--- src/gebm_pkg.sv ---
// ----------------------------------------------------------------------------
// gebm_pkg
// shared types and constants of the grid edge blockage map
// ----------------------------------------------------------------------------
`default_nettype none

package gebm_pkg;

    // field widths
    localparam int ID_W        = 12;
    localparam int DIM_W       = 7;
    localparam int COUNT_W     = 13;
    localparam int FLAG_W      = 4;
    localparam int STATUS_W    = 2;

    // stream and configuration port widths
    localparam int IN_DATA_W   = 32;
    localparam int IN_USER_W   = 1;
    localparam int OUT_DATA_W  = 8;
    localparam int CFG_INDEX_W = 2;
    localparam int CFG_DATA_W  = 13;

    // default map depth
    localparam int DEF_MAX_NODES = 4096;

    // configuration register indexes
    localparam logic [CFG_INDEX_W-1:0] CFG_GRID_WIDTH  = 2'd0;
    localparam logic [CFG_INDEX_W-1:0] CFG_GRID_HEIGHT = 2'd1;
    localparam logic [CFG_INDEX_W-1:0] CFG_NODE_COUNT  = 2'd2;

    // configuration reset values
    localparam logic [DIM_W-1:0]   RST_GRID_WIDTH  = 7'd64;
    localparam logic [DIM_W-1:0]   RST_GRID_HEIGHT = 7'd64;
    localparam logic [COUNT_W-1:0] RST_NODE_COUNT  = 13'd4096;

    // commands
    localparam logic CMD_SET   = 1'b0;
    localparam logic CMD_QUERY = 1'b1;

    // result status codes
    localparam logic [STATUS_W-1:0] STATUS_OK      = 2'd0;
    localparam logic [STATUS_W-1:0] STATUS_BOUNDS  = 2'd1;
    localparam logic [STATUS_W-1:0] STATUS_NOT_ADJ = 2'd2;

    // edge directions, also the flag bit index
    localparam logic [1:0] DIR_LEFT  = 2'd0;
    localparam logic [1:0] DIR_RIGHT = 2'd1;
    localparam logic [1:0] DIR_UP    = 2'd2;
    localparam logic [1:0] DIR_DOWN  = 2'd3;

    typedef enum logic [3:0] {
        S_CLEAR,
        S_IDLE,
        S_CHECK,
        S_DIV_COL,
        S_DIV_ROW,
        S_DIR,
        S_RD_A,
        S_RD_B,
        S_DONE
    } state_t;

    // controller to datapath commands
    typedef struct packed {
        logic load_item;
        logic div_start;
        logic div_row;
        logic save_col;
        logic save_row;
        logic save_dir;
        logic set_bounds;
        logic set_not_adj;
        logic take_flag;
        logic rd_second;
        logic wr_first;
        logic wr_second;
        logic clr_step;
        logic load_out;
    } ctrl_t;

    // datapath to controller status
    typedef struct packed {
        logic bad;
        logic div_done;
        logic adjacent;
        logic is_query;
        logic clear_done;
        logic out_free;
    } stat_t;

endpackage

`default_nettype wire

--- src/gebm_ctrl.sv ---
// ----------------------------------------------------------------------------
// gebm_ctrl
// sequencer for clearing, checks, divisions and map accesses
// ----------------------------------------------------------------------------
`default_nettype none

module gebm_ctrl (
    input  wire logic            clk,
    input  wire logic            rst_n,
    input  wire logic            in_valid,
    output logic                 in_ready,
    input  wire gebm_pkg::stat_t stat,
    output gebm_pkg::ctrl_t      ctrl
);

    import gebm_pkg::*;

    state_t state_reg, state_next;

    always_ff @(posedge clk or negedge rst_n)
    begin
        if (!rst_n)
            state_reg <= S_CLEAR;
        else
            state_reg <= state_next;
    end

    // next state
    always_comb
    begin
        state_next = state_reg;
        case (state_reg)
            S_CLEAR:   if (stat.clear_done) state_next = S_IDLE;
            S_IDLE:    if (in_valid) state_next = S_CHECK;
            S_CHECK:   state_next = stat.bad ? S_DONE : S_DIV_COL;
            S_DIV_COL: if (stat.div_done) state_next = S_DIV_ROW;
            S_DIV_ROW: if (stat.div_done) state_next = S_DIR;
            S_DIR:     state_next = stat.adjacent ? S_RD_A : S_DONE;
            S_RD_A:    state_next = stat.is_query ? S_DONE : S_RD_B;
            S_RD_B:    state_next = S_DONE;
            S_DONE:    if (stat.out_free) state_next = S_IDLE;
            default:   state_next = S_IDLE;
        endcase
    end

    // outputs
    always_comb
    begin
        ctrl     = '0;
        in_ready = 1'b0;
        case (state_reg)
            S_CLEAR:
            begin
                ctrl.clr_step = 1'b1;
            end
            S_IDLE:
            begin
                in_ready       = 1'b1;
                ctrl.load_item = in_valid;
            end
            S_CHECK:
            begin
                ctrl.set_bounds = stat.bad;
                ctrl.div_start  = !stat.bad;
            end
            S_DIV_COL:
            begin
                ctrl.save_col  = stat.div_done;
                ctrl.div_start = stat.div_done;
                ctrl.div_row   = 1'b1;
            end
            S_DIV_ROW:
            begin
                ctrl.save_row = stat.div_done;
            end
            S_DIR:
            begin
                ctrl.save_dir    = stat.adjacent;
                ctrl.set_not_adj = !stat.adjacent;
            end
            S_RD_A:
            begin
                ctrl.take_flag = stat.is_query;
                ctrl.wr_first  = !stat.is_query;
                ctrl.rd_second = !stat.is_query;
            end
            S_RD_B:
            begin
                ctrl.wr_second = 1'b1;
            end
            S_DONE:
            begin
                ctrl.load_out = stat.out_free;
            end
            default:
            begin
                ctrl = '0;
            end
        endcase
    end

endmodule

`default_nettype wire

--- config.mk ---
export PLATFORM = sky130hd
export DESIGN_NAME = gebm_ctrl
export DESIGN_NICKNAME = d
export VERILOG_FILES = /design/src/gebm_pkg.sv /design/src/gebm_ctrl.sv
export SDC_FILE = /design/constraint.sdc
export NUM_CORES = 1
export LEC_CHECK = 0
export ABC_CLOCK_PERIOD_IN_PS = 4400
export BUFFER_PORTS_ARGS = -buffer_cell sky130_fd_sc_hd__buf_2
export CORE_AREA = 8 8 45 47
export CTS_BUF_LIST = sky130_fd_sc_hd__clkbuf_4
export DETAILED_ROUTE_END_ITERATION = 7
export DIE_AREA = 0 0 53 55
export PLACE_DENSITY = 0.68
export SYNTH_ARGS = -nofsm -noshare
export SYNTH_HDL_FRONTEND = slang
export SYNTH_SLANG_ARGS = --single-unit
--- constraint.sdc ---
create_clock -name clk -period 4.4 [get_ports clk]
set_input_delay 0.22 -clock clk [delete_from_list [all_inputs] [get_ports clk]]
set_output_delay 0.22 -clock clk [all_outputs]
set_load 0.05 [all_outputs]
; ---- Word-level counts from Yosys, hierarchy flattened
; Cells that the tools add are included.
[word_totals]
inputBits = 9
regBits = 4
elab_cells = 40
[classes]
mux = 21
eq_ne = 13
reduce_logical = 5
[op_table]
columns = operator, n
row1 = 4-bit one-hot mux with 9 select lines, 1
row2 = 4-bit two-way mux, 8
row3 = "4-bit by 3-bit equality test with 1-bit output, second input constant", 4
row4 = "2-bit != test, second input constant", 5
row5 = 1-bit two-way mux, 9
row6 = "4-bit by 2-bit equality test with 1-bit output, second input constant", 2
row7 = 5-bit AND reduction, 1
row8 = "4-bit by 1-bit equality test with 1-bit output, second input constant", 1
row9 = "4-bit equality test, second input constant", 1
row10 = 4-bit logical NOT, 1
row11 = 1-bit logical NOT, 3
row12 = 3-bit two-way mux, 1
row13 = 2-bit two-way mux, 1
row14 = 1-bit one-hot mux with 2 select lines, 1

; ---- Depth between registers and ports, before layout
[logic_depth]
depth_word = 3
depth_mapped = 5
mapped_depth_nobuf = 4

; ---- Least setup slack after synthesis
; OpenSTA, ideal clock, no wires.
[synth_timing]
kind = register to output
startpoint = reg state_reg[2]
endpoint = out ctrl[13] (netlist bit)
stages_incl_launch_ff = 4
setup_slack_ps = 1887
arrival_ps = 2293
n_path_buf = 1
cell_sequence = dfrtp_1 > buf_2 > nor3_1 > and2_1
[synth_lines]
columns = element, line
row1 = from (decl), gebm_ctrl.sv:18  ; state_t state_reg, state_next;
row2 = from (signal assigned), gebm_ctrl.sv:25  ; state_reg <= state_next;
row3 = to (decl), gebm_ctrl.sv:13  ; output gebm_pkg::ctrl_t ctrl

==> metrics.md <==
| Metric | Value |
|---|---|
| Layout cell share with drive strength beyond 1 | 37.5% |
| Met3 Resource Use GR | 3.74% |
| Clock Sinks | 4 |
| Final hold violation count | 0 |
| Leak | 0.306 nW |
| Pwr dens | 744 nW/µm² |
| GPL Wtd Cong | 0.842 |
| Top cells by area, synth | dfrtp_1 (21%), nor3_1 (7.3%), nand2_1 (5.5%) |
| Fillers | 151 |
| DRC marker count from the first detailed-route iteration | 8 |
| DRC | 0 |
| Hold path start | stat[4] |
| Post-synthesis sequential area ratio | 21.0% |
| Largest net degree at the start of global routing | 15 |
| Area leader, netlist | dfrtp_1 |
| CP max stage delay | 0.63 ns |
| Internal Power | 0.000185 W |
| WP data arrival | 1.67 ns |
| Final ANT Viol Nets | 0 |
| TritonRoute pass-1 iters | 4 |
| Setup CP Type | flop to output port |
| Crit path max-delay cell type | dfrtp_1 |
| Die Area | 2920 µm² |
| Worst hold slack | 0.258 ns |
| Area taken by flip-flops and latches | 100 µm² |
| Antenna violations before repair | 0 |
| Busiest grt layer | met2 |
| Top FF cell, synth | dfrtp_1 |
| Post-Syn Instances | 66 |
| Hold buffers post-CTS | 1 |
| Final setup violation count | 0 |
| Yosys warning count | 0 |
| Slew Limit Headroom | 67.8% |
| Main combinational cell family by area after synthesis | simple AND/OR/NAND/NOR gates |
| GRT Residual Overflow | 0 |
| Reg2reg start | state_reg[2] |
| Post-Syn Area | 477 µm² |
| Mux share of post-synthesis cell area | 5.25% |
| Xor and xnor area share after synthesis | 0% |
| Switching Share | 59.0% |
| Vias post-DR | 548 |
| Vias per cell | 5.27 |
| Area Overhead vs Synth | 27.6% |
| Multi-input gate area | 325 µm² |
| Post-CTS Setup Inserts | 0 |
| Tot GR Track Use | 10.1% |
| Die width | 53 µm |
| Netlist cell types | 31 |
| CTS tree | done |
| Clk root buf | clkbuf_4 |
| Worst path top cell family by delay | flip-flops |
| CP cell instances | nand2_1, nor3_1, buf_2 |
| H-tree Lvls | 1 |
| WL/cell | 13.1 µm |
| Final Cycle Share | 42.9% |
| Setup crit start | state_reg[2] |
| Number of max-slew violations in the final report | 0 |
| Diode count | 0 |
| Met2 Usage GRT | 17.0% |
| Dpl hpwl | 1090 µm |
| Max cap viols | 0 |
| Worst setup EP type | output port |
| Initial Util | 34.4% |
| Post-synth ARST share | 100% |
| Worst-Skew Late Latency | 0.24 ns |
| Final Skew | 0.00187 ns |
| Met1 Usage GRT | 10.9% |
| Fmax | 529 MHz |
| Peak VDD IR | 0.291 mV |
| EDFF count, synth | 0 |
| Critical-path maximum fanout | 14 |
| Seq pwr share | 22.7% |
| Net Count, Synth | 75 |
| Worst-Margin Slew | 0.484 ns |
| FP Rows | 14 |
| First-pass GRT wire length | 2210 µm |
| Commonest non-fill, non-tap cell in the layout | buf_2 |
| Net switching power figure | 0.000267 W |
| Required time of the critical path | 4.18 ns |
| Vias in the first global route | 512 |
| Worst path bufs/invs | 1 |
| Clock group share of total power | 9.9% |
| Setup_tns | 0 ns |
| Hold EP | state_reg[1] |
| Hold path depth | 2 |
| Clock buffer count from CTS | 3 |
| Die Y | 55 µm |
| Fin crit period | 1.89 ns |
| Max FFs per register | 4 |
| Synth Area in Compound Gates | 25.7% |
| Syn Area/Cell | 7.22 µm² |
| Outcome | complete, no violations |
| Cell depth of the worst flop-to-flop path | 3 |
| Bufs on Longest Clock Path | 2 |
| Core region area | 1380 µm² |
| Setup repair after global routing missed its margin | no |
| Post-layout nets | 99 |
| CTS clk-pin slew, worst paths | 0.04 ns |
| IO Port Bufs | 23 |
| I/O pins | 24 |
| Seq cells post-synth | 4 |
| Crit path launch type | flop |
| Combinational share of power | 67.3% |
| Commonest non-fill, non-tap cells in the layout | buf_2 (23), nand2_1 (7), nor3_1 (7), nor2_1 (6), dfrtp_1 (4) |
| Setup slack, reg-to-reg | 2.75 ns |
| # resized after CTS | 0 |
| FF-to-FF End | state_reg[0] |
| Simple-Gate Fraction of Synth Area | 37.3% |
| Adder-Cell Fraction of Synth Area | 0% |
| Min-Delay Path Class | input pin to flop |
| Yosys top cell area share | 21.0% |
| Post-Route WL | 1360 µm |
## synth_stat cells, drive strengths merged, types with 3 or more instances
cell type,number
o22ai,3
dfrtp,4
o21ai,4
buf,5
nor2,7
nand2,8
nor3,7
inv,4
nand2b,3
## how the worst max path moves through the flow
stage                   end  slack (ns)  cells after the start
2_1_floorplan      ctrl[13]        1.89                      3
3_3_place_gp   state_reg[0]        2.77                      3
3_5_place_dp   state_reg[0]        2.77                      3
4_1_cts             ctrl[4]        2.49                      3
5_1_grt             ctrl[4]        2.35                      3
6_report            ctrl[4]        2.51                      3
## layout make-up
cell class | count | share of cell area (%)
Timing Repair Buffer | 24 | 20.6
Inverter | 4 | 2.47
Tap cell | 16 | 3.29
Clock buffer | 3 | 3.70
Multi-Input combinational cell | 53 | 53.5
Sequential cell | 4 | 16.5
## kinds of logic after synthesis
| kind of cell | count (synthesis) |
|---|---|
| AOI/OAI and AO/OA | 17 |
| buffers and inverters | 9 |
| DFF | 4 |
| muxes | 2 |
| and+or+nand+nor | 34 |
## per-layer routing
layer  vias up  wire, µm
met4         0        16
met1       247       615
met2        15       647
li1        284         -
met3         2        80
met5         -         0
## stage by stage
stage                     setup WS (ns)  instance area, µm²  power (W)  std cells  util [%]
after CTS                          2.49                 608   0.000458        104      43.9
after detailed placement           2.77                 576   0.000407        100      41.6
after global placement             2.77                 576   0.000405        100      41.6
after floorplan                    1.89                 477   0.000359         66         -
final                              2.51                 608   0.000452        104      43.9
after global routing               2.35                 608   0.000493        104      43.9
## power groups by stage
stage / sequential, W / combinational (W) / clock [W]
2_1_floorplan: 0.0000635 / 0.000295 / 0
3_3_place_gp: 0.000101 / 0.000305 / 0
3_5_place_dp: 0.000102 / 0.000305 / 0
4_1_cts: 0.000102 / 0.000306 / 0.0000494
5_1_grt: 0.000107 / 0.000334 / 0.0000518
6_report: 0.000103 / 0.000305 / 0.0000449
No activity file was read; power rests on OpenSTA's default activity.
